===== config.mk =====
export PLATFORM = sky130hd
export DESIGN_NAME = skd_queue
export DESIGN_NICKNAME = d
export VERILOG_FILES = /design/src/rtl/skd_pkg.sv /design/src/rtl/skd_queue.sv
export SDC_FILE = /design/constraint.sdc
export NUM_CORES = 1
export LEC_CHECK = 0
export BUFFER_PORTS_ARGS = -buffer_cell sky130_fd_sc_hd__buf_2
export CORE_MARGIN = 2
export CORE_UTILIZATION = 45
export CTS_BUF_LIST = sky130_fd_sc_hd__clkbuf_4 sky130_fd_sc_hd__clkbuf_8
export DETAILED_ROUTE_END_ITERATION = 6
export PLACE_DENSITY = 0.73
export SLEW_MARGIN = 10
export SYNTH_ARGS = -nofsm -noshare
export SYNTH_HDL_FRONTEND = slang
export SYNTH_SLANG_ARGS = --single-unit
export TNS_END_PERCENT = 10

===== constraint.sdc =====
create_clock -name i_clk -period 1.8 [get_ports i_clk]
set_input_delay 0.27 -clock i_clk [delete_from_list [all_inputs] [get_ports i_clk]]
set_output_delay 0.27 -clock i_clk [all_outputs]
set_load 0.005 [all_outputs]

===== src/rtl/skd_pkg.sv =====
// Shared types and constants of the SimCC keypoint decoder.
// Depends on nothing; every other file of the block but the macro header uses it.
`timescale 1ns / 1ps

package skd_pkg;

    // Field widths.
    localparam int BIN_W      = 9;
    localparam int KP_W       = 5;
    localparam int SCORE_W    = 16;
    localparam int CONF_W     = 15;
    localparam int COORD_W    = 32;
    localparam int SCALE_W    = 16;
    localparam int FRAC_W     = 16;
    localparam int K_W        = BIN_W + SCALE_W;
    localparam int PROD_W     = COORD_W + K_W + 1;
    localparam int ACC_W      = PROD_W + 2;

    // Configuration port.
    localparam int CFG_IDX_W  = 3;
    localparam int CFG_DATA_W = 32;

    localparam logic [CFG_IDX_W-1:0] CFG_BIN_SCALE = 3'd0;
    localparam logic [CFG_IDX_W-1:0] CFG_MAT_A     = 3'd1;
    localparam logic [CFG_IDX_W-1:0] CFG_MAT_B     = 3'd2;
    localparam logic [CFG_IDX_W-1:0] CFG_MAT_C     = 3'd3;
    localparam logic [CFG_IDX_W-1:0] CFG_MAT_D     = 3'd4;
    localparam logic [CFG_IDX_W-1:0] CFG_MAT_E     = 3'd5;
    localparam logic [CFG_IDX_W-1:0] CFG_MAT_F     = 3'd6;

    // Register reset values: half a pixel per bin, identity matrix.
    localparam logic [SCALE_W-1:0]        RST_BIN_SCALE = 16'h8000;
    localparam logic signed [COORD_W-1:0] RST_ONE       = 32'sh0001_0000;
    localparam logic signed [COORD_W-1:0] RST_ZERO      = 32'sh0000_0000;

    // Configuration register set.
    typedef struct packed {
        logic [SCALE_W-1:0]        bin_scale;
        logic signed [COORD_W-1:0] mat_a;
        logic signed [COORD_W-1:0] mat_b;
        logic signed [COORD_W-1:0] mat_c;
        logic signed [COORD_W-1:0] mat_d;
        logic signed [COORD_W-1:0] mat_e;
        logic signed [COORD_W-1:0] mat_f;
    } t_cfg;

    // One finished keypoint waiting for its coordinate transform.
    typedef struct packed {
        logic [KP_W-1:0]   kp_index;
        logic [BIN_W-1:0]  x_bin;
        logic [BIN_W-1:0]  y_bin;
        logic [CONF_W-1:0] conf;
        logic              done;
    } t_job;

    // Fill status of the job queue.
    typedef struct packed {
        logic full;
        logic empty;
    } t_q_status;

endpackage


===== src/rtl/skd_queue.sv =====
// Short job queue between the bin front end and the transform back end.
// Depends on skd_pkg for the job type and the status struct.
`timescale 1ns / 1ps

module skd_queue #(
    parameter int DEPTH = 4
) (
    input  logic                i_clk,
    input  logic                i_rst_n,
    input  logic                i_push,
    input  skd_pkg::t_job       i_job,
    input  logic                i_pop,
    output skd_pkg::t_job       o_head,
    output skd_pkg::t_q_status  o_status
);

    localparam int AW = (DEPTH > 1) ? $clog2(DEPTH) : 1;
    localparam int CW = $clog2(DEPTH + 1);
    localparam logic [AW-1:0] PTR_LAST = AW'(DEPTH - 1);
    localparam logic [CW-1:0] CNT_FULL = CW'(DEPTH);

    skd_pkg::t_job     r_mem [DEPTH];
    logic [AW-1:0]     r_wr_ptr;
    logic [AW-1:0]     r_rd_ptr;
    logic [CW-1:0]     r_count;

    assign o_head          = r_mem[r_rd_ptr];
    assign o_status.full   = (r_count == CNT_FULL);
    assign o_status.empty  = (r_count == '0);

    // Entry storage; no reset needed on payload.
    always_ff @(posedge i_clk) begin
        if (i_push) begin
            r_mem[r_wr_ptr] <= i_job;
        end
    end

    // Pointers and fill count.
    always_ff @(posedge i_clk) begin
        if (!i_rst_n) begin
            r_wr_ptr <= '0;
            r_rd_ptr <= '0;
            r_count  <= '0;
        end else begin
            if (i_push) begin
                r_wr_ptr <= (r_wr_ptr == PTR_LAST) ? '0 : r_wr_ptr + 1'b1;
            end
            if (i_pop) begin
                r_rd_ptr <= (r_rd_ptr == PTR_LAST) ? '0 : r_rd_ptr + 1'b1;
            end
            if (i_push && !i_pop) begin
                r_count <= r_count + 1'b1;
            end else if (i_pop && !i_push) begin
                r_count <= r_count - 1'b1;
            end
        end
    end

endmodule


==> results of run 1 <==
==> logic make-up after synthesis <==
| group | share of synthesized area (%) |
|---|---|
| compound gates | 0.3295 |
| mux | 15.12 |
| buf+inv | 1.153 |
| fa+ha+maj | 1.565 |
| flops | 80.07 |
| xor+xnor | 0.2884 |
| simple gates | 1.483 |
==> flip-flops by register name, indices dropped and copies added, names as in the netlist, named ones only <==
signal and count:
r_count 3, r_wr_ptr 2, r_rd_ptr 2, r_mem 156
==> metal layers <==
layer  global-route usage [%]  vias to the layer above
met3                    4.717                       13
met5                        0                        -
li1                         -                     1244
met4                    6.397                        0
met1                    19.30                     1480
met2                    26.67                       83
==> power groups by stage <==
stage	combinational [mW]	clock (mW)	sequential, mW
after floorplan	0.391	0	4.51
after global routing	0.810	2.80	4.46
after CTS	0.741	2.64	4.45
final	0.736	2.56	4.44
after global placement	0.701	0	4.51
after detailed placement	0.719	0	4.53
==> worst max-delay path by stage <==
stage,end,slack (ns),depth (start not counted)
after floorplan,r_mem[2][0]$_DFFE_PP_,-0.09,3
after global placement,r_count[2]$_SDFFE_PN0P_,0.09,8
after detailed placement,r_count[2]$_SDFFE_PN0P_,0.04,8
after CTS,o_head[34],-0.27,3
after global routing,o_head[25],-0.30,3
final,o_head[25],-0.22,3
==> cell type report <==
cell class,instances,area [µm²],area share (%)
Inverter,4,15.01,0.2062
Clock inverter,15,156.4,2.147
Multi-Input combinational cell,70,1146,15.74
Sequential cell,165,4870,66.86
Timing Repair Buffer,94,641.9,8.813
Clock buffer,17,234.0,3.212
Tap cell,176,220.2,3.024
==> cells in the mapped netlist, drive strengths merged <==
cell / number
buf: 6
fa: 1
ha: 6
inv: 4
mux4: 39
xnor2: 1
nor3b: 1
and2: 5
o21a: 1
nor2b: 5
nor3: 2
a21boi: 1
clkbuf: 2
mux2i: 4
xor2: 1
or3: 1
o21ai: 1
dfxtp: 9
nor2: 1
edfxtp: 156
==> repair_timing <==
item,4_1_cts,5_1_grt
setup buffers,0,0
gates cloned,1,1
endpoints found under the setup margin,39,39
resized for setup,6,2
==> metrics by stage <==
stage,power [mW],setup WS (ns)
5_1_grt,8.072,-0.3041
4_1_cts,7.829,-0.2709
6_report,7.743,-0.2169
3_3_place_gp,5.214,0.08921
2_1_floorplan,4.905,-0.08782
3_5_place_dp,5.249,0.03843
==> metrics.txt, run 1 <==
Synth Area per Inst=24.60 µm²; slowest CP cell=mux4_2; filler instances=1,024; Yosys cell types=22; Hold WS=0.03362 ns; R2R Setup Slk=0.26 ns; Synth Cell Area=6076 µm²; cts hold-fix bufs=0; critical path's top delay family=multiplexers; antenna cells=0; Mapped Nets=297; Largest stage delay, worst path=0.52 ns; Setup Skew=0.005553 ns; DR vias=2,820; TNS Setup=-7.589 ns; Max FO, Critical Path=13; met3 wire len=566 µm; Ys Warns=0; Worst VDD drop=420.8 µV; Avg Vias per Cell=5.213; hold path cells=1; Rel. slew slack=73.38%; most common cell after layout, fill and taps aside=edfxtp_1; Max Slew Vio Count=0; CTS tree=done; Worst R2R Start=r_wr_ptr[0]$_SDFFE_PN0P_; DRC violations left=0; fin cells=541; DP Area=6807 µm²; period utilisation layout=112.1%; area leader, netlist=edfxtp_1; Flop pwr share=57.4%; Core ar.=13,190 µm²; switching pwr=1.731 mW; P&R area growth vs syn=19.87%; max_cap viols=0; post-route ant nets=0; CP required=1.53 ns; R2R depth=4; clk slew on worst S/H paths=0.09 ns; number of synthesized register bits=165; GP Congestion=0.6348; Gate power share=9.5%; Internal=6.012 mW; die width=120.2 µm; global-route wire length before repair=16,290 µm; largest net degree at the start of global routing=40; Least-Margin Pin Slew=0.3993 ns; final wirelength=10,810 µm; WS Path Type=reg -> out; GRT Residual Overflow=0; die height=120.2 µm; worst path buffer plus inverter count=2; Final Instance Area=7283 µm²; Clock Sinks=165; Leak=2.477 nW; Pwr Density=1063 nW/µm²; worst-path cell chain=buf_12 > mux4_2 > buf_2; Pre-Repair DR Iteration Count=4; wl on met1=4411 µm; met2 routed WL=5680 µm; CP Launch Type=flop; fraction of layout cells with a size suffix above 1=46.58%; die area=14,450 µm²; root buf cell=clkbuf_8; RSZ-0062 raised after global routing=true; Clock Path Buffers=2; min Tclk post-route=2.017 ns; setup ws final=-0.2169 ns; top-area cell type share of the netlist area=77.10%; status=finished, violations left; fin util=55.22%; Synth Instances=247; # nets final=402; Rows=42; largest cells by area after synthesis=edfxtp_1 77%, mux4_2 14%, dfxtp_1 3.0%; commonest cells after routing, fill and taps aside=156 x edfxtp_1, 80 x buf_2, 39 x mux4_2, 17 x clkbuf_8; final setup fails=39; top sig layer=met4; fmax=0.4958 GHz; Critical Path AT=1.75 ns; IO Count=84; Worst-Skew Late Latency=0.44 ns; Reg2Reg Capture Point=r_mem[0][33]$_DFFE_PP_; TritonCTS buffer count=17; Worst Hold Launch=i_job[21]; post-synthesis sequential area ratio=80.07%; HP Class=in -> reg; initial antenna violation count=0; switch share=22.35%; Fin. Hold Viols=0; Port Buffer Count=83; Clk pwr share=33.1%; depth of the CTS H-tree=4; crit end category=output pin; failing checks=negative setup slack; vias in the first global route=3,034; post-DP HPWL=6365 µm; Placed Instances=507; GRT Overall Usage=15.86%; WHS Endpoint=r_mem[1][21]$_DFFE_PP_; per-cell routed wire length=19.98 µm; Initial Util=46.06%; Initial DRC Count=206
No activity file was read; power rests on OpenSTA's default activity.
==> run 2: changes to the inputs <==
--- a/config.mk
+++ b/config.mk
@@ -10,7 +10,8 @@
 export CORE_UTILIZATION = 45
 export CTS_BUF_LIST = sky130_fd_sc_hd__clkbuf_4 sky130_fd_sc_hd__clkbuf_8
 export DETAILED_ROUTE_END_ITERATION = 6
-export PLACE_DENSITY = 0.73
+export PLACE_DENSITY = 0.71
+export SKIP_LAST_GASP = 1
 export SLEW_MARGIN = 10
 export SYNTH_ARGS = -nofsm -noshare
 export SYNTH_HDL_FRONTEND = slang
==> constraint.sdc (replaced) <==
create_clock -name i_clk -period 2.4 [get_ports i_clk]
set_input_delay 0.36 -clock i_clk [delete_from_list [all_inputs] [get_ports i_clk]]
set_output_delay 0.36 -clock i_clk [all_outputs]
set_load 0.005 [all_outputs]
==> run 2 against run 1 <==
Against the previous run:
- the run now ends clean
- sequential power fell by 25%
- first-iteration DRC count shrank 25%
- worst setup slack gained 0.51 ns
- routed wire length down 3.5%
- cell count is 2.4% higher
- power shrank 24%
- critical path type unchanged
==> metrics.txt, run 2 (synthesis results as in run 1) <==
DR vias=2,816 (-0.14%); depth of the CTS H-tree=4 (unchanged); Port Buffer Count=83 (unchanged); CTS tree=done; Largest register FFs=156 (unchanged); Largest regs=r_mem (156), r_count (3); root buf cell=clkbuf_8; Core ar.=13,190 µm² (unchanged); Rows=42 (unchanged); Worst VDD drop=578.3 µV (+37%); per-cell routed wire length=18.82 µm (-5.8%); Flop pwr share=56.3% (-1.1 points); CP required=2.04 ns (+0.51 ns); min Tclk post-route=2.109 ns; period utilisation layout=87.89%; most common cell after layout, fill and taps aside=edfxtp_1; commonest cells after routing, fill and taps aside=156 x edfxtp_1, 83 x buf_2, 39 x mux4_2, 20 x buf_4, 19 x clkbuf_8; Least-Margin Pin Slew=0.4816 ns (+0.08230 ns); Critical Path AT=1.75 ns (about the same); TNS Setup=0 ns (+7.589 ns); initial antenna violation count=1 (+1); die area=14,450 µm² (unchanged); clk slew on worst S/H paths=0.08 ns (about the same); die height=120.2 µm (unchanged); Rel. slew slack=67.89% (-5.5 points); Resize count post-CTS=0 (-6); switch share=21.17% (-1.2 points); fmax=0.4741 GHz; switching pwr=1.253 mW (-28%); Clk pwr share=34.6% (+1.5 points); global-route wire length before repair=16,440 µm (+0.93%); final wirelength=10,430 µm (-3.5%); GP Congestion=0.7132 (+12%); post-DP HPWL=6624 µm (+4.1%); Hold WS=0.1316 ns (+0.09802 ns); HP Class=in -> reg; Setup Skew=0.009574 ns (+0.004021 ns); R2R depth=3 (-1); IO Count=84 (unchanged); RSZ-0062 raised after global routing=false; crit end category=output pin; Leak=2.527 nW (+2.0%); Top reg by flops=r_mem; Worst-Skew Late Latency=0.44 ns (about the same); P&R area growth vs syn=20.12%; Internal=4.666 mW (-22%); CP Launch Type=flop; die width=120.2 µm (unchanged); Max Slew Vio Count=0 (unchanged); vias in the first global route=3,000 (-1.1%); Max FO, Critical Path=13 (unchanged); Avg Vias per Cell=5.083 (-2.5%); Pre-Repair DR Iteration Count=5 (+1); GRT Overall Usage=15.85% (about the same); Initial Util=46.06% (unchanged); Initial DRC Count=155 (-25%); fraction of layout cells with a size suffix above 1=48.54% (+2.0 points); WS Path Type=reg -> out; Gate power share=9.1% (-0.4 points); Pwr Density=811.0 nW/µm² (-24%); max_cap viols=0 (unchanged); GRT Residual Overflow=0 (unchanged); DRC violations left=0 (unchanged); hold path cells=1 (unchanged); Clock Sinks=165 (unchanged); final setup fails=0 (-100%); # nets final=414 (+3.0%); Clock Path Buffers=2 (unchanged); Fin. Hold Viols=0 (unchanged); post-route ant nets=0 (unchanged); TritonCTS buffer count=17 (unchanged); largest net degree at the start of global routing=22 (-45%); status=finished, final reports clean
-- run 2: changes by cell type in the layout (fill, tap and decap cells not counted), sizes merged --
cell	change
buf	+13
clkinv	-3
clkbuf	+2
bufinv	+1
diode	+1
inv	-1
-- run 2: layout make-up --
type,instances,area (µm²)
diodes,1,2.502
clock buffers,20,269.0
clock inverters,12,150.1
fillers,1022,5892
inverters,4,15.01
multi-input cells,70,1146
flip-flops and latches,165,4870
well taps,176,220.2
repair buffers,106,625.6
-- run 2: through the flow --
stage	worst slack, ns	area [µm²]	power [mW]	util (%)	instances
2_1_floorplan	0.5034	6076	3.679	-	247
3_5_place_dp	0.5214	6817	3.937	51.68	513
5_1_grt	0.1797	7296	6.154	55.31	553
4_1_cts	0.02804	7236	5.984	54.86	545
3_3_place_gp	0.5546	6817	3.917	51.68	513
6_report	0.2907	7298	5.919	55.33	554
-- run 2: timing repair --
item,CTS,global route
setup endpoints to repair,0,25
setup buffers,0,8
hold buffers,0,0
endpoints found under the hold margin,0,0
-- run 2: layer usage --
layer	global-route usage, %	wire (µm)
met1	19.07	4390
met2	26.10	5312
met3	6.226	603
met4	5.735	122
met5	0	0
-- run 2: power groups by stage --
| stage | logic, mW | clock network (mW) | registers [mW] |
|---|---|---|---|
| 2_1_floorplan | 0.293 | 0 | 3.39 |
| 5_1_grt | 0.594 | 2.21 | 3.35 |
| 4_1_cts | 0.533 | 2.11 | 3.34 |
| 6_report | 0.539 | 2.05 | 3.33 |
| 3_5_place_dp | 0.528 | 0 | 3.41 |
| 3_3_place_gp | 0.518 | 0 | 3.40 |
-- run 2: worst paths after layout --
path | from | end | slack (ns)
worst max-delay path | flop | o_head[38] | 0.29
worst min-delay path | i_job[6] | r_mem[0][6]$_DFFE_PP_ | 0.13
worst max register to register | r_wr_ptr[0]$_SDFFE_PN0P_ | r_mem[3][13]$_DFFE_PP_ | 0.72
worst min register to register | r_count[2]$_SDFFE_PN0P_ | r_count[2]$_SDFFE_PN0P_ | 0.52
-- run 2: worst max-delay path, stage by stage, from the launching register on --
cell and delay [ns]:
dfxtp_4 0.45, buf_12 0.19, mux4_2 0.52, buf_2 0.15
