[config.mk]
export PLATFORM = sky130hd
export DESIGN_NAME = skd_front_flat
export DESIGN_NICKNAME = d
export VERILOG_FILES = /design/src/rtl/skd_pkg.sv /design/src/rtl/skd_bin_if.sv /design/src/rtl/skd_front.sv /design/src/flat_wrapper.sv
export SDC_FILE = /design/constraint.sdc
export NUM_CORES = 1
export LEC_CHECK = 0
export ABC_AREA = 1
export BUFFER_PORTS_ARGS = -buffer_cell sky130_fd_sc_hd__buf_2
export CAP_MARGIN = 0
export CORE_MARGIN = 5
export CORE_UTILIZATION = 30
export CTS_CLUSTER_DIAMETER = 120
export DETAILED_ROUTE_END_ITERATION = 10
export PLACE_DENSITY = 0.57
export SETUP_SLACK_MARGIN = 0.15
export SLEW_MARGIN = 20
export SYNTH_ARGS = -nofsm -noshare
export SYNTH_HDL_FRONTEND = slang
export SYNTH_SLANG_ARGS = --single-unit
export TNS_END_PERCENT = 5
[constraint.sdc]
create_clock -name i_clk -period 12.1 [get_ports i_clk]
set_input_delay 1.21 -clock i_clk [delete_from_list [all_inputs] [get_ports i_clk]]
set_output_delay 1.21 -clock i_clk [all_outputs]
set_load 0.005 [all_outputs]
[src/rtl/skd_pkg.sv]
// Shared types and constants of the SimCC keypoint decoder.
// Depends on nothing; every other file of the block but the macro header uses it.
`timescale 1ns / 1ps

package skd_pkg;

    // Field widths.
    localparam int BIN_W      = 9;
    localparam int KP_W       = 5;
    localparam int SCORE_W    = 16;
    localparam int CONF_W     = 15;
    localparam int COORD_W    = 32;
    localparam int SCALE_W    = 16;
    localparam int FRAC_W     = 16;
    localparam int K_W        = BIN_W + SCALE_W;
    localparam int PROD_W     = COORD_W + K_W + 1;
    localparam int ACC_W      = PROD_W + 2;

    // Configuration port.
    localparam int CFG_IDX_W  = 3;
    localparam int CFG_DATA_W = 32;

    localparam logic [CFG_IDX_W-1:0] CFG_BIN_SCALE = 3'd0;
    localparam logic [CFG_IDX_W-1:0] CFG_MAT_A     = 3'd1;
    localparam logic [CFG_IDX_W-1:0] CFG_MAT_B     = 3'd2;
    localparam logic [CFG_IDX_W-1:0] CFG_MAT_C     = 3'd3;
    localparam logic [CFG_IDX_W-1:0] CFG_MAT_D     = 3'd4;
    localparam logic [CFG_IDX_W-1:0] CFG_MAT_E     = 3'd5;
    localparam logic [CFG_IDX_W-1:0] CFG_MAT_F     = 3'd6;

    // Register reset values: half a pixel per bin, identity matrix.
    localparam logic [SCALE_W-1:0]        RST_BIN_SCALE = 16'h8000;
    localparam logic signed [COORD_W-1:0] RST_ONE       = 32'sh0001_0000;
    localparam logic signed [COORD_W-1:0] RST_ZERO      = 32'sh0000_0000;

    // Configuration register set.
    typedef struct packed {
        logic [SCALE_W-1:0]        bin_scale;
        logic signed [COORD_W-1:0] mat_a;
        logic signed [COORD_W-1:0] mat_b;
        logic signed [COORD_W-1:0] mat_c;
        logic signed [COORD_W-1:0] mat_d;
        logic signed [COORD_W-1:0] mat_e;
        logic signed [COORD_W-1:0] mat_f;
    } t_cfg;

    // One finished keypoint waiting for its coordinate transform.
    typedef struct packed {
        logic [KP_W-1:0]   kp_index;
        logic [BIN_W-1:0]  x_bin;
        logic [BIN_W-1:0]  y_bin;
        logic [CONF_W-1:0] conf;
        logic              done;
    } t_job;

    // Fill status of the job queue.
    typedef struct packed {
        logic full;
        logic empty;
    } t_q_status;

endpackage

[src/rtl/skd_bin_if.sv]
// Stream interface for incoming classifier bins.
// Depends on skd_pkg for field widths.
`timescale 1ns / 1ps

interface skd_bin_if;
    logic                              valid;
    logic                              ready;
    logic                              axis;
    logic signed [skd_pkg::SCORE_W-1:0] bin_score;
    logic                              row_end;

    modport source (output valid, output axis, output bin_score, output row_end,
                    input ready);
    modport sink   (input valid, input axis, input bin_score, input row_end,
                    output ready);
endinterface

[src/rtl/skd_front.sv]
// Front end: takes one bin per cycle while the job queue has room, tracks the row maxima
// and their first index, and pushes a finished keypoint job at the end of each y row. Uses skd_pkg.
`timescale 1ns / 1ps

module skd_front #(
    parameter int X_BINS        = 384,
    parameter int Y_BINS        = 512,
    parameter int NUM_KEYPOINTS = 17
) (
    input  logic                i_clk,
    input  logic                i_rst_n,
    skd_bin_if.sink             i_bin,
    input  skd_pkg::t_q_status  i_q_status,
    output logic                o_push,
    output skd_pkg::t_job       o_job
);

    localparam logic [skd_pkg::BIN_W-1:0] X_LIM   = skd_pkg::BIN_W'(X_BINS - 1);
    localparam logic [skd_pkg::BIN_W-1:0] Y_LIM   = skd_pkg::BIN_W'(Y_BINS - 1);
    localparam logic [skd_pkg::BIN_W-1:0] CNT_MAX = '1;
    localparam logic [skd_pkg::KP_W-1:0]  KP_LAST = skd_pkg::KP_W'(NUM_KEYPOINTS - 1);

    logic [skd_pkg::BIN_W-1:0]          r_bin_cnt, n_bin_cnt;
    logic signed [skd_pkg::SCORE_W-1:0] r_best_x, n_best_x;
    logic signed [skd_pkg::SCORE_W-1:0] r_best_y, n_best_y;
    logic [skd_pkg::BIN_W-1:0]          r_x_bin, n_x_bin;
    logic [skd_pkg::BIN_W-1:0]          r_y_bin, n_y_bin;
    logic [skd_pkg::KP_W-1:0]           r_kp_cnt, n_kp_cnt;

    logic                               w_take;
    logic                               w_first;
    logic [skd_pkg::BIN_W-1:0]          w_limit;
    logic [skd_pkg::BIN_W-1:0]          w_idx;
    logic signed [skd_pkg::SCORE_W-1:0] w_min;
    logic                               w_done;

    // Bins are held back only while the job queue has no room.
    assign i_bin.ready = !i_q_status.full;
    assign w_take      = i_bin.valid && i_bin.ready;

    // Bin index of this score, clamped to the last bin of its axis.
    assign w_first = (r_bin_cnt == '0);
    assign w_limit = i_bin.axis ? Y_LIM : X_LIM;
    assign w_idx   = (r_bin_cnt < w_limit) ? r_bin_cnt : w_limit;

    // Running maximum update and bin counter.
    always_comb begin
        n_best_x  = r_best_x;
        n_best_y  = r_best_y;
        n_x_bin   = r_x_bin;
        n_y_bin   = r_y_bin;
        n_bin_cnt = r_bin_cnt;
        if (w_take) begin
            if (i_bin.axis) begin
                if (w_first || (i_bin.bin_score > r_best_y)) begin
                    n_best_y = i_bin.bin_score;
                    n_y_bin  = w_idx;
                end
            end else begin
                if (w_first || (i_bin.bin_score > r_best_x)) begin
                    n_best_x = i_bin.bin_score;
                    n_x_bin  = w_idx;
                end
            end
            if (i_bin.row_end) begin
                n_bin_cnt = '0;
            end else if (r_bin_cnt != CNT_MAX) begin
                n_bin_cnt = r_bin_cnt + 1'b1;
            end
        end
    end

    // A y row end closes the keypoint; the job carries the updated maxima.
    assign o_push = w_take && i_bin.axis && i_bin.row_end;
    assign w_min  = (n_best_x < n_best_y) ? n_best_x : n_best_y;
    assign w_done = (r_kp_cnt == KP_LAST);

    always_comb begin
        o_job.kp_index = r_kp_cnt;
        o_job.x_bin    = n_x_bin;
        o_job.y_bin    = n_y_bin;
        o_job.conf     = w_min[skd_pkg::SCORE_W-1] ? '0 : w_min[skd_pkg::CONF_W-1:0];
        o_job.done     = w_done;
    end

    // Keypoint counter returns to zero after the last keypoint of a person.
    always_comb begin
        n_kp_cnt = r_kp_cnt;
        if (o_push) begin
            n_kp_cnt = w_done ? '0 : r_kp_cnt + 1'b1;
        end
    end

    always_ff @(posedge i_clk) begin
        if (!i_rst_n) begin
            r_bin_cnt <= '0;
            r_best_x  <= '0;
            r_best_y  <= '0;
            r_x_bin   <= '0;
            r_y_bin   <= '0;
            r_kp_cnt  <= '0;
        end else begin
            r_bin_cnt <= n_bin_cnt;
            r_best_x  <= n_best_x;
            r_best_y  <= n_best_y;
            r_x_bin   <= n_x_bin;
            r_y_bin   <= n_y_bin;
            r_kp_cnt  <= n_kp_cnt;
        end
    end

endmodule

[src/flat_wrapper.sv]
// flat-port wrapper written by rule: the top's interface ports become plain ports
module skd_front_flat 
#(
    parameter int X_BINS        = 384,
    parameter int Y_BINS        = 512,
    parameter int NUM_KEYPOINTS = 17
)
  (i_clk, i_rst_n, i_q_status, o_push, o_job, i_bin_valid, i_bin_axis, i_bin_bin_score, i_bin_row_end, i_bin_ready);
  skd_bin_if i_bin_i ();
  input  logic i_clk;
  input  logic i_rst_n;
  input  skd_pkg::t_q_status i_q_status;
  output logic o_push;
  output skd_pkg::t_job o_job;
  input wire logic [$bits(i_bin_i.valid)-1:0] i_bin_valid;
  input wire logic [$bits(i_bin_i.axis)-1:0] i_bin_axis;
  input wire logic [$bits(i_bin_i.bin_score)-1:0] i_bin_bin_score;
  input wire logic [$bits(i_bin_i.row_end)-1:0] i_bin_row_end;
  output wire logic [$bits(i_bin_i.ready)-1:0] i_bin_ready;
  assign i_bin_i.valid = i_bin_valid;
  assign i_bin_i.axis = i_bin_axis;
  assign i_bin_i.bin_score = i_bin_bin_score;
  assign i_bin_i.row_end = i_bin_row_end;
  assign i_bin_ready = i_bin_i.ready;
  skd_front #(.X_BINS(X_BINS), .Y_BINS(Y_BINS), .NUM_KEYPOINTS(NUM_KEYPOINTS)) u_core (.i_clk(i_clk), .i_rst_n(i_rst_n), .i_bin(i_bin_i), .i_q_status(i_q_status), .o_push(o_push), .o_job(o_job));
endmodule
==> metrics.yaml, run 1 <==
status: "finished, final reports clean"
yosys-top-cells-area: "dfxtp_1 29%, ha_1 15%, nand2_1 12%"
dr.pass1.iters: 5
syn_nets: 765
viasPerCell: 4.42
final.setup.tns_ns: 0
synth_cell_types: 33
finalSetupViolCount: 0
path_buf_inv: 5
swShare_pct: 33.5
diodes: 0
antenna_found_initial: 0
p_clk_share_pct: 40.2
cp.arrival_ns: 5.92
worst_pin_slew_ns: 0.836
netlist_area_um2: 4490
p_int_mw: 0.479
critPathMaxFanout: 49
yosys.area_share.simple_pct: 30.1
worstSetupEndpointType: "output port"
cts-root-buf: "clkbuf_16"
clk_pin_slew_ns: 0.06
path_class: "in2out"
synth_warnings: 0
power_leakage_nw: 3.06
period_share_pct: 58.9
syn_area_per_cell_um2: 6.52
dieArea_um2: 17500
critical_path.most_common_cell: "nand2_1"
maxCapViolations: 0
crit_path_start_kind: "input pin"
synth_compound_area_share_pct: 11.1
setup_slack_ns: 4.97
switchingPower_mw: 0.241
cp.required_ns: 10.89
grtUsageTotal_pct: 13.0
final_common_cell: "nand2_1"
seq_power_share_pct: 30.9
gp_congestion: 0.805
max_clock_freq_ghz: 0.140
drive_gt1_share_pct: 15.2
cts_buffers: 9
seqCellArea_um2: 1280
p_comb_share_pct: 28.9
clock_sinks: 64
slew_viol_final: 0
period_needed_ns: 7.13
crit_path_max_incr_delay_ns: 0.56
post_drt_wl_per_cell_um: 11.6
multi_input_area_um2: 2520
grt_overflow: 0
hpwlAfterDp_um: 8060
path_depth: 24
cts.htree.levels: 3
layout_common_cells: "143 x nand2_1, 142 x inv_1, 81 x nor2_1"
clk_latency_ns: 0.34
hp-class: "reg2reg"
cts-resized-gates: 0
ctsLongestPathBuffers: 2
reg2reg_depth: 14
postCtsSetupBuffers: 0
finClkSkew_ns: 0.00566
relSlewSlack_pct: 44.1
die_x_um: 132
post-place-ws_ns: 4.94
ys_seq_elements: 64
finalPower_mw: 0.720
ant_nets: 0
synth_top_cell_by_area: "dfxtp_1"
rsz0062_at_grt: "false"
syn_to_final_growth_pct: 17.2
synthAdderAreaFrac_pct: 14.8
die_y_um: 132
ys_seq_area_share_pct: 28.5
synthXorXnorAreaFrac_pct: 0.195
routed_wl_um: 10800
layout.nets: 819
crit_chain: "buf_2, ha_1, nand2_1, inv_1, a21oi_1, nand3_1, nand2_1, nand3_1, nand2_1, nand2_1, nand2_1, nand2_2, o21ai_0, inv_1, ha_1, nand4_1, a21oi_1, a2111oi_4, nand3_2, nand3_2, nand2_4, nand2_1, inv_1, buf_2"
drtIter0Drc: 174
final-hold-violation-count: 0
rows: 44
grt_pass1_wl_um: 18800
synthMuxAreaShare_pct: 0
holdBufCountCts: 0
yosys.area.top_type_share_pct: 28.5
synth_top_family_by_area: "simple AND/OR/NAND/NOR gates"
start_util_pct: 30.8
synthCells: 689
ios: 64
vias: 4116
power_density_nw_per_um2: 137
drc: 0
filler_cell_count: 1582
crit_slowest_cell: "o21ai_0"
timing.hold.worst_path_depth: 2
grt_pass1_vias: 4027
core_area_um2: 14600
ir_worst_vdd_v: 0.0000744
portBuffers: 62
path_delay_family: "simple AND/OR/NAND/NOR gates"
cts_tree: "done"
grt_max_degree: 50
[power by group through the flow]
stage,logic [mW],registers [mW],clock network (mW)
finish,0.208,0.223,0.289
detailed placement,0.211,0.227,0
floorplan,0.160,0.227,0
global placement,0.210,0.227,0
global route,0.242,0.224,0.308
CTS,0.212,0.223,0.300
[Yosys cell counts]
library cell  instances
nor3b_1               2
ha_1                 53
nand2_1             143
nand3_1              41
buf_2                 1
a41oi_1               1
nor4_1                2
nand3_2               4
a21oi_1              22
nor2_2                1
nand2_2              12
clkbuf_1             15
a21o_1                1
nand2_4               5
clkinv_1              1
dfxtp_1              64
nand4_1               7
buf_6                 1
o21ai_1               4
inv_2                10
buf_4                 3
a211oi_1              5
o21ai_0              52
a221oi_1              2
nor3_1                8
a2111oi_4             1
nor2_1               81
xor2_1                1
nor3_2                1
inv_1               142
o21bai_1              1
nand3b_1              1
buf_12                1
[worst reg2reg max path, delay by kind of cell (launching register included)]
family / cells / cell delay, ns
buffers and inverters: 2 / 0.10
AO/OA/AOI/OAI: 2 / 0.74
adder cells (fa/ha/maj): 1 / 0.28
flip-flops: 1 / 0.30
AND/OR/NAND/NOR: 9 / 1.21
[layer usage]
layer / GRT usage (%) / wire length [um] / up-vias
li1: - / - / 2253
met1: 16.3 / 5280 / 1781
met5: 0 / 0 / -
met3: 4.31 / 579 / 14
met2: 21.3 / 4850 / 68
met4: 3.73 / 123 / 0
[stage by stage]
step                cell area, um2  util (%)  hold WS (ns)  instances
floorplan                     4490         -         0.485        689
global placement              4930      33.8         0.488        916
detailed placement            4930      33.8         0.497        916
CTS                           5260      36.1         0.505        932
global route                  5260      36.1         0.538        932
finish                        5260      36.1         0.501        932
[kinds of logic (layout without fill, tap and decap cells)]
group,after synthesis,after routing
flip-flops,64,64
buffers and inverters,174,233
XOR/XNOR,1,1
AO/OA/AOI/OAI,89,89
AND/OR/NAND/NOR,308,308
adder cells (fa/ha/maj),53,53
[sequential cells by signal, indices dropped and copies added (netlist names)]
register	cells
u_core.r_best_x	16
u_core.r_kp_cnt	5
u_core.r_y_bin	9
u_core.r_x_bin	9
u_core.r_bin_cnt	9
u_core.r_best_y	16
[cell type report]
cell class                      instances  area share [%]
Clock inverter                          6            1.76
Inverter                              153            10.9
Multi-Input combinational cell        451            47.9
Clock buffer                           10            4.54
Tap cell                              184            4.37
Timing Repair Buffer                   64            6.18
Sequential cell                        64            24.3
[worst paths after layout]
check / slack [ns] / endpoint / startpoint
worst min register to register: 0.50 / u_core.r_kp_cnt[0]$_SDFFE_PN0P_ / u_core.r_kp_cnt[0]$_SDFFE_PN0P_
worst max register to register: 9.35 / u_core.r_best_x[15]$_SDFF_PN0_ / u_core.r_best_x[7]$_SDFF_PN0_
worst min-delay path: 0.50 / u_core.r_kp_cnt[0]$_SDFFE_PN0P_ / u_core.r_kp_cnt[0]$_SDFFE_PN0P_
worst max-delay path: 4.97 / o_job[3] / i_bin_bin_score[7]
(Power assumes the default switching activity.)
==> run 2, diff against run 1 <==
Settings changed: PLACE_DENSITY 0.57 to 0.59.
Clock period 12.1 ns to 6 ns, I/O delays scaled along.
==> metrics.yaml, run 2 (synthesis results as in run 1) <==
clk_latency_ns: 0.34
cp.arrival_ns: 4.65
cts.htree.levels: 3
drtIter0Drc: 193
dieArea_um2: 17500
die_y_um: 132
relSlewSlack_pct: 58.3
clock_sinks: 64
maxCapViolations: 0
hpwlAfterDp_um: 8240
worst_pin_slew_ns: 0.621
grtUsageTotal_pct: 12.5
crit_path_max_incr_delay_ns: 0.38
finClkSkew_ns: 0.00463
filler_cell_count: 1591
status: "finished, final reports clean"
drive_gt1_share_pct: 16.2
wl_met2_um: 4750
slew_viol_final: 0
finalSetupViolCount: 0
top_layer_used: "met4"
period_share_pct: 87.5
vias: 4142
routed_wl_um: 10700
grt_pass1_vias: 3982
final_common_cell: "nand2_1"
grt_pass1_wl_um: 18400
die_x_um: 132
postCtsSetupBuffers: 0
gp_congestion: 0.799
rows: 44
final.setup.tns_ns: 0
clk_pin_slew_ns: 0.05
syn_to_final_growth_pct: 19.0
viasPerCell: 4.40
grt_overflow: 0
rsz0062_at_grt: "false"
cts_tree: "done"
diodes: 0
post_drt_wl_per_cell_um: 11.4
layout_common_cells: "143 x nand2_1, 142 x inv_1, 81 x nor2_1"
met3_length_um: 647
dr.pass1.iters: 4
path_class: "in2out"
cp.required_ns: 5.40
path_delay_family: "simple AND/OR/NAND/NOR gates"
core_area_um2: 14600
path_buf_inv: 4
layout.nets: 828
holdBufCountCts: 0
seqCellArea_um2: 1280
hp-class: "reg2reg"
crit_path_start_kind: "input pin"
antenna_found_initial: 0
holdWs_ns: 0.496
multi_input_area_um2: 2520
power_leakage_nw: 3.11
critPathMaxFanout: 24
cts-resized-gates: 0
cts-root-buf: "clkbuf_16"
crit_slowest_cell: "o21ai_0"
cts_buffers: 9
period_needed_ns: 5.25
drc: 0
critical_path.most_common_cell: "nand2_1"
max_clock_freq_ghz: 0.190
portBuffers: 62
power_density_nw_per_um2: 272
ios: 64
ctsLongestPathBuffers: 2
worstSetupEndpointType: "output port"
start_util_pct: 30.8
reg_top3: "u_core.r_best_x (16), u_core.r_best_y (16)"
grt_max_degree: 33
wl_met1_um: 5180
ant_nets: 0
ir_worst_vdd_v: 0.000217
final-hold-violation-count: 0
## run 2: changes by cell type in the layout (fill, tap and decap cells not counted)
cell	change
buf_4	+8
buf_12	+1
## run 2: layer usage
layer / GRT usage, % / up-vias
met2: 20.4 / 83
li1: - / 2267
met5: 0 / -
met3: 4.35 / 16
met4: 3.51 / 0
met1: 15.7 / 1776
## run 2: through the flow
stage | worst slack (ns) | instance area (um2) | util [%] | total power, mW | cells
2_1_floorplan | 1.48 | 4490 | - | 0.781 | 689
3_3_place_gp | 0.730 | 5010 | 34.4 | 0.887 | 925
3_5_place_dp | 0.732 | 5010 | 34.4 | 0.890 | 925
4_1_cts | 0.711 | 5340 | 36.6 | 1.48 | 941
5_1_grt | 0.261 | 5340 | 36.6 | 1.56 | 941
6_report | 0.749 | 5340 | 36.6 | 1.46 | 941
## run 2: area by class of cell
class	count	area share, %
sequential	64	24.0
tap	184	4.31
timing repair buffer	73	7.59
clock inverter	6	1.73
multi-input combinational	451	47.2
inverter	153	10.7
clock buffer	10	4.47
## run 2: worst register-to-register path, cell delays in order (launching register included)
cell and delay (ns):
dfxtp_1 0.30, inv_1 0.05, ha_1 0.31, nand4_1 0.18
nor3_2 0.23, nand2_1 0.13, nand2_1 0.07, nand2_1 0.04
nand2_1 0.06, nand2_1 0.05, nand2_1 0.08, nand2_2 0.27
buf_4 0.31, o21ai_0 0.25, inv_1 0.07, nor2_1 0.08
## run 2: path summary, 6_finish.rpt
kind | start | to | slack [ns] | cells past startpoint
worst max-delay path | i_bin_bin_score[11] | o_job[2] | 0.75 | 25
worst min-delay path | u_core.r_kp_cnt[0]$_SDFFE_PN0P_ | u_core.r_kp_cnt[0]$_SDFFE_PN0P_ | 0.50 | 2
worst max register to register | u_core.r_best_x[11]$_SDFF_PN0_ | u_core.r_x_bin[1]$_SDFF_PN0_ | 3.42 | 15
worst min register to register | u_core.r_kp_cnt[0]$_SDFFE_PN0P_ | u_core.r_kp_cnt[0]$_SDFFE_PN0P_ | 0.50 | 2
## run 2: where the power goes
group	switching (mW)	total, mW	internal (mW)
sequential	0.00551	0.449	0.444
combinational	0.273	0.428	0.155
clock	0.202	0.578	0.376
total	0.480	1.46	0.975
